--- src/sv/lhlm_pkg.sv ---
// package for the low half limb multiplier
// sizes, control structs, sequencer states and partial product codes
// no dependencies
package lhlm_pkg;

   localparam int MAX_LIMBS  = 32;
   localparam int LIMB_BITS  = 64;
   localparam int FIELD_BITS = 64;
   localparam int POS_BITS   = 5;
   localparam int IDX_BITS   = (MAX_LIMBS > 1) ? $clog2(MAX_LIMBS) : 1;
   localparam int CNT_BITS   = $clog2(MAX_LIMBS + 1);
   localparam int HALF_BITS  = (LIMB_BITS + 1) / 2;
   localparam int EXT_BITS   = 2 * HALF_BITS;
   localparam int PROD_BITS  = 2 * HALF_BITS;
   // column sum plus carry stays below 2^(2*LIMB_BITS+7)
   localparam int ACC_BITS   = 2 * LIMB_BITS + 8;
   localparam int CARRY_BITS = ACC_BITS - LIMB_BITS;

   typedef logic [LIMB_BITS-1:0] limb_type;
   typedef logic [IDX_BITS-1:0]  idx_type;

   typedef enum logic [2:0] {
      S_IDLE,
      S_READ,
      S_MUL,
      S_DRAIN,
      S_DONE
   } seq_state_type;

   // which half-by-half product of the two limbs
   typedef enum logic [1:0] {
      PART_LL,
      PART_LH,
      PART_HL,
      PART_HH
   } part_type;

   typedef struct packed {
      logic     init;
      logic     mul;
      part_type part;
      logic     commit;
      logic     clear;
   } mac_ctrl_type;

   typedef struct packed {
      logic    wr_en;
      idx_type wr_addr;
      logic    rd_en;
      idx_type a_addr;
      idx_type b_addr;
   } ram_ctrl_type;

   typedef struct packed {
      logic                done;
      logic                ovf;
      logic                last;
      logic [POS_BITS-1:0] pos;
   } seq_status_type;

endpackage

--- src/sv/lhlm_limb_ram.sv ---
// operand limb store: one write port, one registered read port
// depends on lhlm_pkg
module lhlm_limb_ram (
   input  logic               clock,
   input  logic               wr_en,
   input  lhlm_pkg::idx_type  wr_addr,
   input  lhlm_pkg::limb_type wr_data,
   input  logic               rd_en,
   input  lhlm_pkg::idx_type  rd_addr,
   output lhlm_pkg::limb_type rd_data
);
   import lhlm_pkg::*;

   limb_type mem_ff [MAX_LIMBS];
   limb_type rd_data_ff;

   always_ff @(posedge clock) begin
      if (wr_en) begin
         mem_ff[wr_addr] <= wr_data;
      end
   end

   always_ff @(posedge clock) begin
      if (rd_en) begin
         rd_data_ff <= mem_ff[rd_addr];
      end
   end

   assign rd_data = rd_data_ff;

endmodule

--- config.mk ---
export PLATFORM = sky130hd
export DESIGN_NAME = lhlm_limb_ram
export DESIGN_NICKNAME = d
export VERILOG_FILES = /design/src/sv/lhlm_pkg.sv /design/src/sv/lhlm_limb_ram.sv
export SDC_FILE = /design/constraint.sdc
export NUM_CORES = 2
export LEC_CHECK = 0
export BUFFER_PORTS_ARGS = -buffer_cell sky130_fd_sc_hd__buf_2
export CAP_MARGIN = 20
export CORE_MARGIN = 10
export CORE_UTILIZATION = 55
export CTS_BUF_LIST = sky130_fd_sc_hd__clkbuf_8
export DETAILED_ROUTE_END_ITERATION = 16
export PLACE_DENSITY = 0.78
export RECOVER_POWER = 25
export REMOVE_ABC_BUFFERS = 1
export SETUP_SLACK_MARGIN = 0.02
export SYNTH_ARGS = -nofsm -noshare
export SYNTH_HDL_FRONTEND = slang
export SYNTH_SLANG_ARGS = --single-unit
--- constraint.sdc ---
create_clock -name clock -period 5.6 [get_ports clock]
set_input_delay 1.12 -clock clock [delete_from_list [all_inputs] [get_ports clock]]
set_output_delay 1.12 -clock clock [all_outputs]
set_load 0.005 [all_outputs]
# Word-level counts from Yosys, hierarchy flattened
# Memories as Yosys holds them, arrays and structs flattened. A register that Yosys moved wholly into a read port is not among the register bits.
# Cells that the tools add are included.
# totals
ff_bits	0
ramBits	2048
input_bits	77
output_inout_bits	64
wordCells	3
mem_count	1
# classes
mux	2
# mem_list
memory	words	width	rd	rd_clocked_by_memory_dff	wr	line_no	rtl
mem_ff	32	64	1	1	1	lhlm_limb_ram.sv:14	limb_type mem_ff [MAX_LIMBS];
# op_table
op	count
two-way mux 1 bit	2

# Longest topological paths before layout
# depth
word_depth	2
ltp_mapped	9
mapped_depth_nobuf	4

# Least setup slack after synthesis
# Ideal clock, no wire load.
# synth_path
path_type	in2reg
start	input port wr_addr[1]
end	memory mem_ff[12][0] in the netlist's numbering (enable)
setup_time_ns	0.486
arrival_ns	4.456
t_required_ns	5.114
slack_ns	0.658
cell_stages	3
n_path_buf	1
cell_sequence	or3b_2 > clkbuf_1 > nor2_1
# synth_rtl
item	line_no	rtl
start, declared	lhlm_limb_ram.sv:6	input lhlm_pkg::idx_type wr_addr,
end, declared	lhlm_limb_ram.sv:14	
# No word-level cell before the write port.

# Final worst setup path
# layout_path
start	input port wr_en
end	memory mem_ff[27][55] in the netlist's numbering (enable)
# layout_via
elab_chain_cells	2
# layout_lines
item	line_no	rtl
start, declared	lhlm_limb_ram.sv:5	input logic wr_en,
two-way mux 1 bit	lhlm_limb_ram.sv:18	if (wr_en) begin
two-way mux 1 bit (implied by the code)	lhlm_limb_ram.sv:19	mem_ff[wr_addr] <= wr_data;
# Every way passes these cells.

==> impl_results.md <==
* Outcome: complete, but fails checks
* Failing checks: max-capacitance violations, max-slew violations
* Iteration-0 DRC Markers at 5261
* Die X at about 400 um
* Hold_buf cts at 0
* Slew headroom at -0.189
* Post-layout util at 0.620
* Achievable Freq at 341 MHz
* Crit end category: flip-flop
* Cell variety after synth at 30
* Final hold violations at 0
* Worst-path clk slew at about 60 ps
* Placer's final routability congestion estimate at roughly 0.75
* Area share of the largest cell type after synthesis at 0.797
* Critical Path Slowest Stage Cell: nor2_4
* WP data arrival at 3540 ps
* Post-Layout Inst Area at 89000 um^2
* Slew Viols, Final at 19
* Hold Crit Class: primary input to flip-flop
* Syn-to-layout area delta at 11.9%
* CTS tree: done
* Dominant cells by area after synthesis: edfxtp_1, mux4_2, mux2_2, mux2i_1, buf_2
* GRT Total Usage at 0.234
* Share of cells above drive strength 1 at 0.345
* CP Class: primary input to flip-flop
* DRC at 0
* Initial Util at 0.554
* Clk root buf: clkbuf_8
* Power per standard cell area at roughly 340 nW/um^2
* Slowest stage delay, CP at between 900 and 1000 ps
* TritonRoute pass-1 iters at 5
* Top cell type by total area after synthesis: edfxtp_1
* Crit-path max FO at 21
* Synth warn at 0
* Worst Skew at between 60 and 70 ps
* Commonest non-fill, non-tap cells in the layout: edfxtp_1, mux4_2, clkbuf_8
* Cell chain of the critical path: buf_2, nand3_1, nor2_4, buf_4
* Vias in the first global route at ~38000
* First-pass GRT wire length at ~270000 um
* Die ar. at approximately 160000 um^2
* Post-DP HPWL at approximately 97000 um
* Delay-heaviest family, CP: simple AND/OR/NAND/NOR gates
* Post-Synthesis Cells at between 3000 and 4000
* Setup violators final at 0
* CP startpoint kind: primary input
* Worst hold start: wr_data[18]
* Crit path time final at about 3000 ps
* Sequential area share after synthesis at 0.797
* Mapped cell area at about 80000 um^2
* RSZ-0062 raised after global routing: no
* DR vias/cell at 6.50
* Leakage at between 20 and 30 nW
* FF+latch count, synth at approximately 2100
* Final nets at 3600
* Critical Path Source: wr_en
* TNS Setup at 0 ps
* H-tree levels at 5
* Worst ir drop on vdd at 0.000176 V
* Post-CTS Setup Inserts at 0
* CTS Buffer Depth at 4
* I/O pin total at 141
* Port Buf Inserts at between 100 and 150
* Tcrit/Tclk final at 0.524
* WP data required at ~6200 ps
* Post-DP Area at 83400 um^2
* Slew @ Worst Pin at 1780 ps
* Syn avg cell area at 25.7 um^2
* Total wire length at roughly 190000 um
* Max Cap Violations at 1
* Core Region at ~140000 um^2
* Clock Sinks at approximately 2100
* Die height at around 400 um
* Critical path buffers and inverters at 2
* Drt wl/cell at 33.2 um
* Site Rows at between 100 and 150
* Largest net degree at the start of global routing at 84
* Reg2reg start: mem_ff[21][20]
* Total gr overflow at 0
* Clock latency on the worst-skew pair at slightly above 1000 ps
* Routed via count at 36700
* Antenna violations before repair at 25
* # resized after CTS at 0
* Num CTS Buffers at around 330
* Leading cell type in the layout, fill and taps excluded: edfxtp_1
* Antenna viol nets, final at 0
==> path summary, 6_finish.rpt <==
kind	to	slack, ps	cells past startpoint
worst max-delay path	mem_ff[27][55]	2660	4
worst min-delay path	mem_ff[0][18]	600	1
worst max register to register	rd_data[20]	3540	3
worst min register to register	rd_data[34]	870	3
==> Yosys cell counts (all sizes together) <==
| library cell | n |
|---|---|
| edfxtp | 2112 |
| and2 | 4 |
| clkbuf | 55 |
| inv | 1 |
| o2bb2ai | 3 |
| o211ai | 3 |
| a22o | 1 |
| nor2 | 41 |
| or3b | 2 |
| nand2 | 3 |
| a221oi | 12 |
| mux2i | 38 |
| o31a | 3 |
| mux4 | 602 |
| nor2b | 4 |
| o221ai | 3 |
| or3 | 1 |
| buf | 101 |
| nand2b | 2 |
| a211oi | 3 |
| nand3b | 5 |
| mux2 | 74 |
| nand3 | 2 |
| o22ai | 10 |
| o21ai | 9 |
| a22oi | 3 |
==> stage by stage <==
| step | hold WS [ps] | total power [mW] | setup slack, ps | std cells |
|---|---|---|---|---|
| final | 604 | 30.6 | 2660 | 5653 |
| after detailed placement | 841 | 19.6 | 1770 | 5091 |
| after CTS | 487 | 30.8 | 2690 | 5645 |
| after floorplan | 793 | 18.7 | 732 | 2941 |
| after global placement | 822 | 19.5 | 1790 | 5091 |
| after global routing | 602 | 31.6 | 2680 | 5650 |
==> cell families (layout without fill, tap and decap cells) <==
logic type	after synthesis	after routing	share of synthesized area
buffers and inverters	157	803	0.00937
flip-flops	2112	2112	0.797
multiplexers	714	714	0.186
AO/OA/AOI/OAI	50	50	0.00462
other	0	7	0
AND/OR/NAND/NOR	64	64	0.00376
==> cell type report <==
cell class	count	area, um^2
Inverter	1	3.75
Clock inverter	218	997
Antenna cell	7	17.5
Fill cell	9054	54600
Multi-Input combinational cell	828	15700
Tap cell	1903	2380
Sequential cell	2112	63400
Clock buffer	336	4620
Timing Repair Buffer	248	1920
==> state kept, by name, indices dropped and copies added (netlist names) <==
signal,flops
mem_ff,2048
rd_data,64
==> layer usage <==
layer | vias up | share of wire | GRT usage
met3 | 385 | 0.13 | 0.0714
met5 | - | 0.0011 | 0
met4 | 24 | 0.027 | 0.0730
met1 | 19300 | 0.35 | 0.315
li1 | 14400 | - | -
met2 | 2622 | 0.49 | 0.370
==> where the power goes <==
part | switching [mW] | total (mW) | internal (mW) | leakage (nW)
logic | 0.839 | 1.48 | 0.645 | 5.63
registers | 0.0767 | 17.7 | 17.7 | 19.1
clock network | 5.64 | 11.4 | 5.72 | 3.23
total | 6.56 | 30.6 | 24.0 | 27.9
No activity file was read; power rests on OpenSTA's default activity.
