`config.mk`:
```
export PLATFORM = sky130hd
export DESIGN_NAME = lhlm_mac
export DESIGN_NICKNAME = d
export VERILOG_FILES = /design/src/sv/lhlm_pkg.sv /design/src/sv/lhlm_mac.sv
export SDC_FILE = /design/constraint.sdc
export NUM_CORES = 2
export LEC_CHECK = 0
export BUFFER_PORTS_ARGS = -buffer_cell sky130_fd_sc_hd__buf_2
export CAP_MARGIN = 25
export CORE_MARGIN = 2
export CORE_UTILIZATION = 30
export CTS_CLUSTER_SIZE = 8
export DETAILED_ROUTE_END_ITERATION = 12
export GPL_TIMING_DRIVEN = 0
export HOLD_SLACK_MARGIN = 0.12
export MAX_ROUTING_LAYER = met4
export PLACE_DENSITY = 0.55
export SLEW_MARGIN = 20
export SYNTH_ARGS = -nofsm -noshare
export SYNTH_HDL_FRONTEND = slang
export SYNTH_SLANG_ARGS = --single-unit
export TNS_END_PERCENT = 10
```
`constraint.sdc`:
```
create_clock -name clock -period 30.5 [get_ports clock]
set_input_delay 6.1 -clock clock [delete_from_list [all_inputs] [get_ports clock]]
set_output_delay 6.1 -clock clock [all_outputs]
set_load 0.01 [all_outputs]
```
`src/sv/lhlm_pkg.sv`:
```
// package for the low half limb multiplier
// sizes, control structs, sequencer states and partial product codes
// no dependencies
package lhlm_pkg;

   localparam int MAX_LIMBS  = 32;
   localparam int LIMB_BITS  = 64;
   localparam int FIELD_BITS = 64;
   localparam int POS_BITS   = 5;
   localparam int IDX_BITS   = (MAX_LIMBS > 1) ? $clog2(MAX_LIMBS) : 1;
   localparam int CNT_BITS   = $clog2(MAX_LIMBS + 1);
   localparam int HALF_BITS  = (LIMB_BITS + 1) / 2;
   localparam int EXT_BITS   = 2 * HALF_BITS;
   localparam int PROD_BITS  = 2 * HALF_BITS;
   // column sum plus carry stays below 2^(2*LIMB_BITS+7)
   localparam int ACC_BITS   = 2 * LIMB_BITS + 8;
   localparam int CARRY_BITS = ACC_BITS - LIMB_BITS;

   typedef logic [LIMB_BITS-1:0] limb_type;
   typedef logic [IDX_BITS-1:0]  idx_type;

   typedef enum logic [2:0] {
      S_IDLE,
      S_READ,
      S_MUL,
      S_DRAIN,
      S_DONE
   } seq_state_type;

   // which half-by-half product of the two limbs
   typedef enum logic [1:0] {
      PART_LL,
      PART_LH,
      PART_HL,
      PART_HH
   } part_type;

   typedef struct packed {
      logic     init;
      logic     mul;
      part_type part;
      logic     commit;
      logic     clear;
   } mac_ctrl_type;

   typedef struct packed {
      logic    wr_en;
      idx_type wr_addr;
      logic    rd_en;
      idx_type a_addr;
      idx_type b_addr;
   } ram_ctrl_type;

   typedef struct packed {
      logic                done;
      logic                ovf;
      logic                last;
      logic [POS_BITS-1:0] pos;
   } seq_status_type;

endpackage

```
`src/sv/lhlm_mac.sv`:
```
// shared multiply-accumulate unit: one half-width multiplier, column accumulator
// and the carry into the next column; depends on lhlm_pkg
module lhlm_mac (
   input  logic                   clock,
   input  logic                   reset,
   input  lhlm_pkg::mac_ctrl_type ctrl,
   input  lhlm_pkg::limb_type     a_word,
   input  lhlm_pkg::limb_type     b_word,
   output lhlm_pkg::limb_type     acc_low
);
   import lhlm_pkg::*;

   logic [EXT_BITS-1:0]   a_ext;
   logic [EXT_BITS-1:0]   b_ext;
   logic [HALF_BITS-1:0]  x_sel;
   logic [HALF_BITS-1:0]  y_sel;
   logic [PROD_BITS-1:0]  prod_ff, prod_in;
   logic                  pend_ff, pend_in;
   part_type              pend_part_ff, pend_part_in;
   logic [ACC_BITS-1:0]   addend;
   logic [ACC_BITS-1:0]   acc_ff, acc_in;
   logic [CARRY_BITS-1:0] carry_ff, carry_in;

   always_comb begin
      a_ext = EXT_BITS'(a_word);
      b_ext = EXT_BITS'(b_word);
      case (ctrl.part)
         PART_LL: begin
            x_sel = a_ext[HALF_BITS-1:0];
            y_sel = b_ext[HALF_BITS-1:0];
         end
         PART_LH: begin
            x_sel = a_ext[HALF_BITS-1:0];
            y_sel = b_ext[EXT_BITS-1:HALF_BITS];
         end
         PART_HL: begin
            x_sel = a_ext[EXT_BITS-1:HALF_BITS];
            y_sel = b_ext[HALF_BITS-1:0];
         end
         PART_HH: begin
            x_sel = a_ext[EXT_BITS-1:HALF_BITS];
            y_sel = b_ext[EXT_BITS-1:HALF_BITS];
         end
         default: begin
            x_sel = '0;
            y_sel = '0;
         end
      endcase

      prod_in      = ctrl.mul ? (PROD_BITS'(x_sel) * PROD_BITS'(y_sel)) : prod_ff;
      pend_in      = ctrl.mul;
      pend_part_in = ctrl.part;

      // weight of the product registered last cycle
      case (pend_part_ff)
         PART_LL: addend = ACC_BITS'(prod_ff);
         PART_LH: addend = ACC_BITS'(prod_ff) << HALF_BITS;
         PART_HL: addend = ACC_BITS'(prod_ff) << HALF_BITS;
         PART_HH: addend = ACC_BITS'(prod_ff) << (2 * HALF_BITS);
         default: addend = '0;
      endcase

      acc_in = acc_ff;
      if (ctrl.init) begin
         acc_in = ACC_BITS'(carry_ff);
      end else if (pend_ff) begin
         acc_in = acc_ff + addend;
      end

      carry_in = carry_ff;
      if (ctrl.clear) begin
         carry_in = '0;
      end else if (ctrl.commit) begin
         carry_in = acc_ff[ACC_BITS-1:LIMB_BITS];
      end
   end

   always_ff @(posedge clock) begin
      if (reset) begin
         pend_ff  <= 1'b0;
         carry_ff <= '0;
      end else begin
         pend_ff  <= pend_in;
         carry_ff <= carry_in;
      end
   end

   always_ff @(posedge clock) begin
      prod_ff      <= prod_in;
      pend_part_ff <= pend_part_in;
      acc_ff       <= acc_in;
   end

   assign acc_low = acc_ff[LIMB_BITS-1:0];

endmodule

```
**Word-level counts from Yosys, hierarchy flattened**

Cells that the tools add are included.

- Add/sub/neg operators: 1
- Multipliers: 1
- Muxes and demuxes: 5
- Eq/ne operators: 6
- Reductions and logical operators: 9

Operators with widths:

| operator | number |
|---|---|
| $pmux 136 s3 | 1 |
| $mux 72 | 2 |
| $add 136x136->136 | 1 |
| $pmux 32 s2 | 2 |
| $mul 32x32->64 | 1 |
| $reduce_or 2->1 | 6 |
| $eq 2x2->1 const B | 4 |
| $eq 2x1->1 const B | 2 |
| $logic_not 2->1 | 2 |
| $reduce_bool 2->1 | 1 |

- Register bits after elaboration: 275
- Output and inout port bits: 64
- Word-level logic and storage cells: 28
- Bits of input ports: 136

**Longest topological paths before layout**

- Depth in word-level cells: 6
- Mapped depth: 33
- Depth with buffers taken out: 28

**Worst setup path before layout**

Ideal clock, no wire load.

- Path type: in2reg
- Start point: in ctrl[3] (netlist bit)
- End point: reg prod_ff[62] (data pin)
- Library setup time: 263 ps
- Required time: 30237 ps
- Arrival: 14319 ps
- Buffers on the path: 5
- Stages: 29
- Setup slack: 15919 ps
- Path through: clkbuf_1 > buf_1 > clkbuf_1 > mux2i_1 > clkbuf_1 > nor2_1 > fa_1 > fa_1 > inv_1 > fa_1 > fa_1 > inv_1 > fa_1 > fa_1 > fa_1 > fa_1 > ha_1 > clkbuf_1 > a21o_1 > a21o_1 > a21o_1 > a21o_1 > a211oi_1 > a21boi_1 > nor2_1 > a21oi_1 > o21ai_1 > a311oi_1 > xnor2_1

- Word-level cells in the longest chain between the ends: 4
- Elaborated cells between the ends (all ways): 11
- Those cells by class: 1 x mul; 3 x eq/ne; 2 x mux; 5 x reduce/logical

Ends and longest elaborated chain:

| what | line | text |
|---|---|---|
| start: declaration | lhlm_mac.sv:6 | `input lhlm_pkg::mac_ctrl_type ctrl,` |
| $eq 2x2->1 (tied with other cells) | lhlm_mac.sv:27 | `case (ctrl.part)` |
| $reduce_or 2->1 (no source line) | - |  |
| $pmux 32 s2 | lhlm_mac.sv:27 |  |
| $mul 32x32->64 (*) | lhlm_mac.sv:50 | `prod_in = ctrl.mul ? (PROD_BITS'(x_sel) * PROD_BITS'(y_sel)) : prod_ff;` |
| end signal: assignment | lhlm_mac.sv:89 | `prod_ff <= prod_in;` |
| end: declaration | lhlm_mac.sv:17 | `logic [PROD_BITS-1:0] prod_ff, prod_in;` |

Every way passes the cells marked *; elsewhere a longest branch is shown, timed or not.
A chain may end at the register's enable or synchronous reset.

**Worst setup path after layout**

Same ends and word-level chain as after synthesis.

==> summary.txt <==
CRITICAL PATH
------------------------------------------------------------------------------------
Critical path start-end classification ................................ input pin to register
Startpoint types ......................................................    input pin
Type of element capturing the critical path ...........................     register
Slowest stage cell, crit path .........................................     clkbuf_1
Worst Path Max Fanout .................................................           10
Arrival time at the worst endpoint ....................................     17.63 ns
CP most frequent cell .................................................         fa_1
Largest stage delay, worst path .......................................      0.84 ns
Required time of the critical path ....................................     30.83 ns

SYNTH
------------------------------------------------------------------------------------
Syn_area_per_cell .....................................................    8.67 um^2
Synth Area in Adders ..................................................        43.5%
Post-synth EDFFs ......................................................          136
Syn Nets ..............................................................         7492
Post-synth top flop ...................................................      dfxtp_1
Mux contribution to synthesized area ..................................        4.29%
Share of flip-flops with an asynchronous set or reset after synthesis .           0%
Portion of the post-synthesis area used by sequential elements ........        13.1%
Area fraction in and, or, nand and nor cells after synthesis ..........        14.9%
Seq cells post-synth ..................................................          275
Share of the synthesized area in compound gates (AO/OA/AOI/OAI) .......        11.5%
Yosys cell types ......................................................           95
Number of standard cells after synthesis ..............................         6066
Fraction of synthesized cell area in xor and xnor cells ...............        2.95%
Warnings, synthesis ...................................................            0
Netlist Area Pre-Place ................................................   52600 um^2
Largest family of logic cells by synthesized area .....................  adder cells

STA
------------------------------------------------------------------------------------
Final slew viol count .................................................            0
Slew of the pin with the lowest slew margin ...........................      1.21 ns
Worst path setup slack after routing ..................................     13.20 ns
Final Critical Period .................................................     17.30 ns
Max-slew headroom at the worst pin ....................................        19.2%
Period utilization ....................................................        56.7%
Final setup violation count ...........................................            0
Hold violation count in the final report ..............................            0
Setup Total Neg Slack .................................................         0 ns
Hold_ws ...............................................................     0.492 ns
Post-route clock skew .................................................    0.0237 ns
RSZ-0062 raised after global routing ..................................           no
Fmax achieved .........................................................     57.8 MHz

GLOBAL ROUTE
------------------------------------------------------------------------------------
Antenna violations before repair ......................................           10
Met2 Track Usage GR ...................................................        45.9%
Leftover overflow at the end of global routing ........................            0
Global-route wire length before repair ................................    356000 um
Vias in the first global route ........................................        47.1k
Largest net degree at the start of global routing .....................           66
GR Layer Usage met3 ...................................................        3.75%
Total track usage .....................................................        28.9%
Global route hottest layer ............................................         met2
Met1 track demand over resource in global routing .....................        34.9%

CLOCK NETWORK
------------------------------------------------------------------------------------
Buffer levels on the longest clock path ...............................            3
Number of CTS-inserted buffers ........................................           42
CTS tree ..............................................................         done
Number of gates given a new drive strength after cts ..................            0
Buffer count from post-CTS setup fixing ...............................            0
Worst-Skew Late Latency ...............................................      0.60 ns
Clock transition at the registers of the reported paths ...............      0.05 ns
Hold-fix buffers, CTS .................................................            0
Total number of H-tree levels .........................................            2
TritonCTS sink count ..................................................          275
Buffer cell driving the clock tree root ...............................    clkbuf_16

PLACE
------------------------------------------------------------------------------------
Final GP Congestion ...................................................         1.03
DP Wirelength .........................................................    215000 um
IO Port Bufs ..........................................................          197
Worst slack, placed ...................................................     12.41 ns

FLOORPLANNING
------------------------------------------------------------------------------------
DIE HEIGHT ............................................................       423 um
IO Pins ...............................................................          200
Starting density of the core ..........................................        30.2%
Full die area .........................................................  179000 um^2
Cell row count ........................................................          153
Die Width .............................................................       423 um
Core Footprint ........................................................  174000 um^2

DRT
------------------------------------------------------------------------------------
Final WL ..............................................................    254000 um
Routed vias ...........................................................        45.9k
First-pass iteration count of the detailed router .....................            5
Detailed-route DRC error count ........................................            0
Antenna-violating nets left ...........................................            0
DR iter-0 viols .......................................................         4213
Routed wire length per instance .......................................      29.2 um
Average vias per placed instance ......................................         5.26

RUN
------------------------------------------------------------------------------------
Max-cap violations ....................................................            0

LAYOUT
------------------------------------------------------------------------------------
Syn-to-layout area delta ..............................................        11.6%
Fraction of final layout cells sized beyond drive strength 1 ..........        8.84%
Most common cell after layout, fill and taps aside ....................        inv_1
Util after Layout .....................................................        33.8%
Highest-count cells in the layout ignoring fill and taps .............. inv_1, fa_1, nor2_1
Number of nets in the finished design .................................         7776

HOLD PATH
------------------------------------------------------------------------------------
Worst hold path type .................................................. register to register

OUTCOME
------------------------------------------------------------------------------------
Outcome ...............................................................    completed

worst paths after layout:
check / startpoint / end / slack [ns] / cells after the start
worst min register to register: carry_ff[30] / carry_ff[30] / 0.49 / 2
worst max-delay path: ctrl[3] / prod_ff[62] / 13.20 / 31
worst max register to register: pend_part_ff[1] / acc_ff[93] / 24.14 / 20
worst min-delay path: carry_ff[30] / carry_ff[30] / 0.49 / 2
synth_stat cells, drive strengths merged, types with 46 or more instances:
cell type	count	area share [%]
and2	74	0.88
ha	393	9.3
buf	111	1.3
clkbuf	266	1.9
edfxtp	136	7.8
fa	897	34
o21ai	243	2.3
a21oi	264	2.5
nand2	707	5.0
nand3	46	0.44
nand4	71	0.86
nor2	821	5.9
dfxtp	139	5.3
xnor2	105	1.7
o21bai	54	0.78
a22o	68	1.1
mux2i	150	2.9
xor2	72	1.2
mux2	67	1.4
inv	929	6.6
a21o	115	1.6
area by class of cell:
cell class	count	area, um^2
antenna	8	20.0
tap	2325	2910
fill	18500	115000
clock buffer	68	1200
buffer	377	1750
timing repair buffer	240	1550
clock inverter	6	70.1
multi-input combinational	4485	40900
sequential	275	6870
inverter	929	3490
state kept, by name (all words and copies together) (netlist names):
| name | flops |
|---|---|
| pend_ff | 1 |
| carry_ff | 72 |
| acc_ff | 136 |
| prod_ff | 64 |
| pend_part_ff | 2 |
per-layer routing:
layer / part of all wire, % / vias to the layer above / routed length (um)
met4: 7.8 / 0 / 19900
met5: 0 / - / 0
met3: 6.8 / 618 / 17200
met2: 46 / 2057 / 117000
met1: 39 / 23300 / 100000
li1: - / 19900 / -
cells by family (layout without fill, tap and decap cells):
logic type,after synthesis,after routing
buffers and inverters,1306,1620
multiplexers,217,217
adder cells (fa/ha/maj),1290,1290
AO/OA/AOI/OAI,936,936
other,0,8
XOR/XNOR,177,177
flip-flops,275,275
AND/OR/NAND/NOR,1865,1865
worst max-delay path, delay by kind of cell:
| kind | cells | cell delay, ns |
|---|---|---|
| and+or+nand+nor | 3 | 0.52 |
| xor gates and xnor gates | 1 | 0.12 |
| muxes | 1 | 0.77 |
| buffers and inverters | 11 | 3.58 |
| adders and majority gates | 9 | 4.36 |
| AOI/OAI and AO/OA | 6 | 2.10 |
through the flow:
step | cell area, um^2 | std cells
4_1_cts | 58700 | 8702
5_1_grt | 58700 | 8709
6_report | 58700 | 8713
3_3_place_gp | 56500 | 8588
3_5_place_dp | 57400 | 8628
2_1_floorplan | 52600 | 6066
Power is not shown: default switching activity piles up to over one toggle a cycle in this logic, so the estimate is an artifact.
