--- src/sv/lhlm_pkg.sv ---
// package for the low half limb multiplier
// sizes, control structs, sequencer states and partial product codes
// no dependencies
package lhlm_pkg;

   localparam int MAX_LIMBS  = 32;
   localparam int LIMB_BITS  = 64;
   localparam int FIELD_BITS = 64;
   localparam int POS_BITS   = 5;
   localparam int IDX_BITS   = (MAX_LIMBS > 1) ? $clog2(MAX_LIMBS) : 1;
   localparam int CNT_BITS   = $clog2(MAX_LIMBS + 1);
   localparam int HALF_BITS  = (LIMB_BITS + 1) / 2;
   localparam int EXT_BITS   = 2 * HALF_BITS;
   localparam int PROD_BITS  = 2 * HALF_BITS;
   // column sum plus carry stays below 2^(2*LIMB_BITS+7)
   localparam int ACC_BITS   = 2 * LIMB_BITS + 8;
   localparam int CARRY_BITS = ACC_BITS - LIMB_BITS;

   typedef logic [LIMB_BITS-1:0] limb_type;
   typedef logic [IDX_BITS-1:0]  idx_type;

   typedef enum logic [2:0] {
      S_IDLE,
      S_READ,
      S_MUL,
      S_DRAIN,
      S_DONE
   } seq_state_type;

   // which half-by-half product of the two limbs
   typedef enum logic [1:0] {
      PART_LL,
      PART_LH,
      PART_HL,
      PART_HH
   } part_type;

   typedef struct packed {
      logic     init;
      logic     mul;
      part_type part;
      logic     commit;
      logic     clear;
   } mac_ctrl_type;

   typedef struct packed {
      logic    wr_en;
      idx_type wr_addr;
      logic    rd_en;
      idx_type a_addr;
      idx_type b_addr;
   } ram_ctrl_type;

   typedef struct packed {
      logic                done;
      logic                ovf;
      logic                last;
      logic [POS_BITS-1:0] pos;
   } seq_status_type;

endpackage

--- src/sv/lhlm_seq.sv ---
// sequencer: walks the terms of one product column through the shared unit
// owns the limb count and drives store and unit control; depends on lhlm_pkg
module lhlm_seq (
   input  logic                     clock,
   input  logic                     reset,
   input  logic                     req_valid,
   input  logic                     req_last_limb,
   input  logic                     out_free,
   output logic                     req_stall,
   output lhlm_pkg::mac_ctrl_type   mac_ctrl,
   output lhlm_pkg::ram_ctrl_type   ram_ctrl,
   output lhlm_pkg::seq_status_type status
);
   import lhlm_pkg::*;

   seq_state_type        state_ff, state_in;
   idx_type              j_ff, j_in;
   part_type             part_ff, part_in;
   logic [CNT_BITS-1:0]  count_ff, count_in;
   logic                 ovf_ff, ovf_in;
   logic                 last_ff, last_in;
   idx_type              idx_i;
   logic                 room;
   logic                 accept;

   assign idx_i  = count_ff[IDX_BITS-1:0];
   assign room   = count_ff < CNT_BITS'(MAX_LIMBS);
   assign accept = req_valid && (state_ff == S_IDLE);

   always_ff @(posedge clock) begin
      if (reset) begin
         state_ff <= S_IDLE;
         count_ff <= '0;
      end else begin
         state_ff <= state_in;
         count_ff <= count_in;
      end
   end

   always_ff @(posedge clock) begin
      j_ff    <= j_in;
      part_ff <= part_in;
      ovf_ff  <= ovf_in;
      last_ff <= last_in;
   end

   always_comb begin
      state_in = state_ff;
      j_in     = j_ff;
      part_in  = part_ff;
      count_in = count_ff;
      ovf_in   = ovf_ff;
      last_in  = last_ff;

      req_stall = (state_ff != S_IDLE);

      mac_ctrl.init   = 1'b0;
      mac_ctrl.mul    = 1'b0;
      mac_ctrl.part   = part_ff;
      mac_ctrl.commit = 1'b0;
      mac_ctrl.clear  = 1'b0;

      ram_ctrl.wr_en   = 1'b0;
      ram_ctrl.wr_addr = idx_i;
      ram_ctrl.rd_en   = 1'b0;
      ram_ctrl.a_addr  = j_ff;
      ram_ctrl.b_addr  = idx_i - j_ff;

      status.done = (state_ff == S_DONE);
      status.ovf  = ovf_ff;
      status.last = last_ff;
      status.pos  = ovf_ff ? '0 : POS_BITS'(count_ff);

      case (state_ff)
         S_IDLE: begin
            if (req_valid) begin
               ovf_in  = !room;
               last_in = req_last_limb;
               if (room) begin
                  ram_ctrl.wr_en = 1'b1;
                  mac_ctrl.init  = 1'b1;
                  j_in           = '0;
                  state_in       = S_READ;
               end else begin
                  state_in = S_DONE;
               end
            end
         end
         S_READ: begin
            ram_ctrl.rd_en = 1'b1;
            part_in        = PART_LL;
            state_in       = S_MUL;
         end
         S_MUL: begin
            mac_ctrl.mul = 1'b1;
            case (part_ff)
               PART_LL: part_in = PART_LH;
               PART_LH: part_in = PART_HL;
               PART_HL: part_in = PART_HH;
               default: begin
                  part_in = PART_LL;
                  if (j_ff == idx_i) begin
                     state_in = S_DRAIN;
                  end else begin
                     j_in     = j_ff + IDX_BITS'(1);
                     state_in = S_READ;
                  end
               end
            endcase
         end
         S_DRAIN: begin
            // last partial product lands in the accumulator
            state_in = S_DONE;
         end
         S_DONE: begin
            if (out_free) begin
               state_in = S_IDLE;
               if (last_ff) begin
                  mac_ctrl.clear = 1'b1;
                  count_in       = '0;
               end else if (!ovf_ff) begin
                  mac_ctrl.commit = 1'b1;
                  count_in        = count_ff + CNT_BITS'(1);
               end
            end
         end
         default: begin
            state_in = S_IDLE;
         end
      endcase
   end

   a_full_goes_done: assert property (@(posedge clock) disable iff (reset)
      (accept && !room) |=> (state_ff == S_DONE && ovf_ff))
      else $error("transfer into a full store did not go straight to done");

   a_term_ends: assert property (@(posedge clock) disable iff (reset)
      (state_ff == S_MUL && part_ff == PART_HH) |=> (state_ff == S_READ || state_ff == S_DRAIN))
      else $error("term did not end after four partial products");

   a_j_bounded: assert property (@(posedge clock) disable iff (reset)
      (state_ff != S_IDLE && state_ff != S_DONE && !ovf_ff) |-> (j_ff <= idx_i))
      else $error("term index ran past the column");

   a_last_clears: assert property (@(posedge clock) disable iff (reset)
      (state_ff == S_DONE && out_free && last_ff) |=> (count_ff == '0))
      else $error("limb count not cleared after final limb");

   a_count_in_range: assert property (@(posedge clock) disable iff (reset)
      count_ff <= CNT_BITS'(MAX_LIMBS))
      else $error("limb count beyond store depth");

endmodule

--- config.mk ---
export PLATFORM = sky130hd
export DESIGN_NAME = lhlm_seq
export DESIGN_NICKNAME = d
export VERILOG_FILES = /design/src/sv/lhlm_pkg.sv /design/src/sv/lhlm_seq.sv
export SDC_FILE = /design/constraint.sdc
export NUM_CORES = 1
export LEC_CHECK = 0
export BUFFER_PORTS_ARGS = -buffer_cell sky130_fd_sc_hd__buf_2
export CAP_MARGIN = 20
export CORE_MARGIN = 2
export CORE_UTILIZATION = 40
export CTS_BUF_LIST = sky130_fd_sc_hd__clkbuf_16
export CTS_CLUSTER_DIAMETER = 120
export DETAILED_ROUTE_END_ITERATION = 6
export HOLD_SLACK_MARGIN = 0.05
export PLACE_DENSITY = 0.78
export SETUP_SLACK_MARGIN = 0.1
export SLEW_MARGIN = 10
export SYNTH_ARGS = -nofsm -noshare
export SYNTH_HDL_FRONTEND = slang
export SYNTH_SLANG_ARGS = --single-unit
--- constraint.sdc ---
create_clock -name clock -period 2.1 [get_ports clock]
set_input_delay 0.315 -clock clock [delete_from_list [all_inputs] [get_ports clock]]
set_output_delay 0.315 -clock clock [all_outputs]
set_load 0.005 [all_outputs]
; Yosys cells after proc, flatten, opt, wreduce, memory -nomap -nowiden
; Index checks and enable logic that the tools add are counted.
[classes]
add_sub_neg = 3
mul = 0
n_div = 0
order_cmp = 1
eq_ne = 13
shift = 0
mux = 26
n_bitwise = 0
n_reduce_logical = 11
[op_table]
columns = operator, count
row1 = two-way mux 5 bit, 5
row2 = one-hot mux 3 bit (5 select lines), 1
row3 = two-way mux 3 bit, 4
row4 = two-way mux 6 bit, 2
row5 = != test 2 bit (second input constant), 5
row6 = one-hot mux 5 bit (2 select lines), 1
row7 = two-way mux 1 bit, 8
row8 = adder 6 x 1 -> 6 bit (second input constant), 1
row9 = equality test 3 x 2 -> 1 bit (second input constant), 2
row10 = < comparator 6 bit (second input constant), 1
row11 = two-way mux 2 bit, 3
row12 = one-hot mux 2 bit (3 select lines), 1
row13 = AND reduction 3 bit, 2
row14 = adder 5 x 1 -> 5 bit (second input constant), 1
row15 = equality test 5 bit, 1
row16 = AND reduction 5 bit, 1
row17 = subtractor 5 bit, 1
row18 = one-hot mux 2 bit (2 select lines), 1
row19 = nonzero test 2 bit, 2
row20 = equality test 3 x 1 -> 1 bit (second input constant), 1
row21 = equality test 3 bit (second input constant), 1
row22 = zero test 3 bit, 1
row23 = nonzero test 3 bit, 1
row24 = OR reduction 3 bit, 1
row25 = 6 further kinds, 6
[word_totals]
ff_bits = 18
latch_bits = 0
ramBits = 0
rom_bits = 0
input_bits = 5
out_inout_bits = 32
elab_cells = 60
mem_count = 0

; Logic depth before layout (Yosys ltp)
[depth]
ltp_word = 4
depth_mapped = 7
depth_no_buf = 7

; Worst setup path before layout
; OpenSTA, ideal clock, no wires.
[synth_path]
path_kind = register to register
start = register j_ff[2]
end = register j_ff[0] (enable)
setup_ns = 0.375
arrival_time_ns = 1.685
t_required_ns = 1.725
setup_slack_ns = 0.040
stages_incl_launch_ff = 7
path_buffers = 0
period_less_slack_ns = 2.060
path_cell_list = edfxtp_1 inv_1 ha_1 nand4_1 o21ai_0 or2_2 a21boi_0
[synth_between]
elab_chain_cells = 3
[synth_lines]
columns = element, line_no
row1 = "start, declared", lhlm_seq.sv:17  ; idx_type j_ff, j_in;
row2 = "start signal, assigned", lhlm_seq.sv:41  ; j_ff <= j_in;
row3 = equality test 5 bit, lhlm_seq.sv:102  ; if (j_ff == idx_i) begin
row4 = != test 2 bit (no line), --
row5 = AND reduction 5 bit (no line), --
; Every way passes these cells.
; A chain may end at the register's enable or synchronous reset.

==> implementation parameters <==
Parameter                              Value

Outcome
  Outcome ... complete, no violations

Critical path
  Path type of the worst setup path ... flop to primary output
  Critical path launch point type ... flop
  Arrival time reported for the critical path endpoint ... 1700 ps
  CP startpoint ... j_ff[0]
  Reg2Reg Setup Slack ... 210 ps
  Number of cells traversed by the worst register-to-register path ... 7
  Worst endpoint required time ... 1780 ps
  Type of element capturing the critical path ... primary output
  Worst-path maximum fanout ... 2
  Worst reg2reg startpoint ... j_ff[3]
  Capturing instance or port of the critical path ... ram_ctrl[4]
  Capture point of the worst reg-to-reg path ... j_ff[3]

Synth
  Number of register bits inferred by synthesis ... 18
  Gate count of the mapped netlist ... 134
  Sequential share of the synthesized area ... 0.360
  Yosys warning total ... 0
  Leading post-synthesis cells by cell area ... sky130_fd_sc_hd__edfxtp_1, sky130_fd_sc_hd__dfxtp_1, sky130_fd_sc_hd__ha_1
  Area share of the largest cell type after synthesis ... 0.216
  Library cell occupying the most area in the post-synthesis netlist ... sky130_fd_sc_hd__edfxtp_1
  Count of cell types in the netlist ... 36
  Post-Syn Area per Cell ... 9.34 um2
  Combined area of all synthesized cells ... 1250 um2
  Net count of the mapped netlist ... 149

CTS
  Clock-pin slew reported for the worst setup and hold paths after clock tree synthesis ... 50 ps
  # clock sinks ... 18
  Maximum level of the CTS H-tree ... 1
  TritonCTS clock tree ... yes
  CTS Buf Count ... 3
  Number of buffers on the longest clock path ... 2
  # hold bufs at CTS ... 0
  Library cell used as clock root buffer ... sky130_fd_sc_hd__clkbuf_16
  Clock latency reported for the late side of the worst-skew pair ... 250 ps

STA
  Final critical-path setup slack ... 80.7 ps
  Minimum clock period after layout ... 2020 ps
  Share of the cycle needed by the critical path after routing ... 0.962
  Headroom to the max-slew limit ... 0.716
  Accumulated negative setup slack ... 0 ps
  Number of hold-slack violations in the final timing report ... 0
  Transition time at the pin with the least slew margin ... 420 ps
  Maximum clock frequency ... 0.495 GHz
  Clock skew ... 4.21 ps
  Count of endpoints failing setup in the final report ... 0
  Setup repair after global routing missed its margin ... yes
  Pins Over Slew Limit ... 0

Global route
  Wire length of the first global-routing pass ... 4220 um
  Via count of the first global-routing pass ... 945
  GRT Residual Overflow ... 0
  GRT Total Usage ... 0.160
  Largest net degree at the start of global routing ... 12
  Number of antenna violations at the first check in global routing ... 0

Power
  Maximum vdd ir drop ... 0.598 mV
  P_leak ... 0.747 nW
  Cell area power density ... 1210 nW/um2

Finish
  P&R area growth vs syn ... 23.4%
  Final core area utilization ... 0.514
  Fillcell total ... 287
  Leading cell type in the layout, fill and taps excluded ... sky130_fd_sc_hd__buf_2
  Fraction of final layout cells with drive strength greater than 1 ... 0.387
  Number of non-filler instances in the completed layout ... 201
  Combined flip-flop and latch cell area ... 453 um2
  Count of antenna diodes in the layout ... 0
  Most frequent cells in the layout ... sky130_fd_sc_hd__buf_2, sky130_fd_sc_hd__inv_1, sky130_fd_sc_hd__nor2_1, sky130_fd_sc_hd__edfxtp_1
  Total number of nets in the final design ... 184
  Footprint of the multi-input gates ... 686 um2

Routing
  Vias ... 1022
  Iteration-0 DRC count of the detailed router ... 53
  Number of remaining DRC errors ... 0
  Average wire per standard cell ... 13.4 um
  Sum of routed wire length over all layers ... 2690 um
  First drt pass iteration count ... 4
  Remaining antenna violation count after routing ... 0
  Vias/cell ... 5.08

Floorplanning
  Initial Util ... 0.417
  Cell row count ... 20
  Die area ... 3590 um2
  Height of the die ... 59.9 um
  Number of ports placed on the die boundary ... 37
  Standard cell core area ... 3000 um2
  Horizontal extent of the die ... 59.9 um

Job
  Max-cap viol count ... 0

Placement
  Worst setup timing slack at the placement stage ... 167 ps
  Number of cells after detailed placement ... 192
  Port Buffers ... 36
  Detailed Place HPWL ... 1910 um
  Routability congestion estimate from global placement ... 0.822

Min path
  Type of the worst min-delay path ... input port to flop
## repair_timing
action | 4_1_cts | 5_1_grt
resized for setup | 6 | 5
setup buffers | 3 | 2
endpoints found under the setup margin | 1 | 10
pin swaps | 4 | 0
## worst max-delay path, stage by stage (launching register included)
cell and delay (ps):
sky130_fd_sc_hd__edfxtp_1 400, sky130_fd_sc_hd__ha_2 210, sky130_fd_sc_hd__fa_2 370, sky130_fd_sc_hd__inv_2 60
sky130_fd_sc_hd__a21o_1 110, sky130_fd_sc_hd__a21oi_2 50, sky130_fd_sc_hd__xor2_1 130, sky130_fd_sc_hd__buf_2 130
## cells by family (layout without fill, tap and decap cells)
kind of cell / Yosys count / in the layout / synth area share
flops: 18 / 18 / 0.360
fa+ha+maj: 10 / 10 / 0.106
compound gates: 17 / 17 / 0.0830
simple gates: 49 / 49 / 0.237
mux: 2 / 2 / 0.0160
xor+xnor: 11 / 11 / 0.0770
buf+inv: 27 / 61 / 0.121
## metal layers
layer / global-route usage / wire, um / up-vias
li1: - / - / 510
met1: 0.193 / 1190 / 457
met2: 0.272 / 1290 / 51
met3: 0.0325 / 154 / 4
met4: 0.0698 / 63 / 0
met5: 0 / 0 / -
## synthesized netlist by cell type, drive strengths merged
| master | number |
|---|---|
| nor2b | 4 |
| a211oi | 1 |
| a21boi | 1 |
| fa | 1 |
| o21ai | 2 |
| nor2 | 13 |
| nor3 | 6 |
| xor2 | 7 |
| edfxtp | 9 |
| buf | 13 |
| mux2i | 2 |
| nand3 | 4 |
| and4bb | 1 |
| xnor2 | 4 |
| a21o | 2 |
| and2 | 3 |
| o41ai | 1 |
| nand4 | 3 |
| nand2 | 5 |
| a21oi | 8 |
| o21a | 2 |
| ha | 9 |
| nand2b | 1 |
| or3 | 2 |
| and3 | 4 |
| nor3b | 1 |
| nand3b | 1 |
| inv | 14 |
| or2 | 1 |
| dfxtp | 9 |
## registers in the layout, summed over array words and instances, names as in the netlist
register,count
last_ff,1
j_ff,5
ovf_ff,1
part_ff,2
count_ff,6
state_ff,3
## power breakdown
| group | total (mW) | switching (mW) | internal [mW] |
|---|---|---|---|
| registers | 0.618 | 0.126 | 0.492 |
| logic | 0.864 | 0.429 | 0.435 |
| clock network | 0.381 | 0.128 | 0.253 |
| total | 1.86 | 0.683 | 1.18 |
## area by class of cell
cell class,instances,area share
Clock inverter,1,0.00243
Tap cell,33,0.0267
Multi-Input combinational cell,89,0.444
Inverter,14,0.0340
Sequential cell,18,0.293
Clock buffer,3,0.0486
Timing Repair Buffer,43,0.151
## worst min path at each step
stage / to / cells after the start / from
6_report: last_ff / 1 / req_last_limb
5_1_grt: last_ff / 1 / req_last_limb
4_1_cts: last_ff / 1 / req_last_limb
3_5_place_dp: last_ff / 1 / req_last_limb
3_3_place_gp: last_ff / 1 / req_last_limb
2_1_floorplan: last_ff / 0 / req_last_limb
## per-stage QoR
step                power (mW)  hold slack (ps)  instance area [um2]
floorplan                 1.14              414                 1250
global placement          1.38              493                 1390
detailed placement        1.39              495                 1390
CTS                       1.81              241                 1500
global route              2.01              245                 1540
finish                    1.86              245                 1540
No activity file was read; power rests on OpenSTA's default activity.
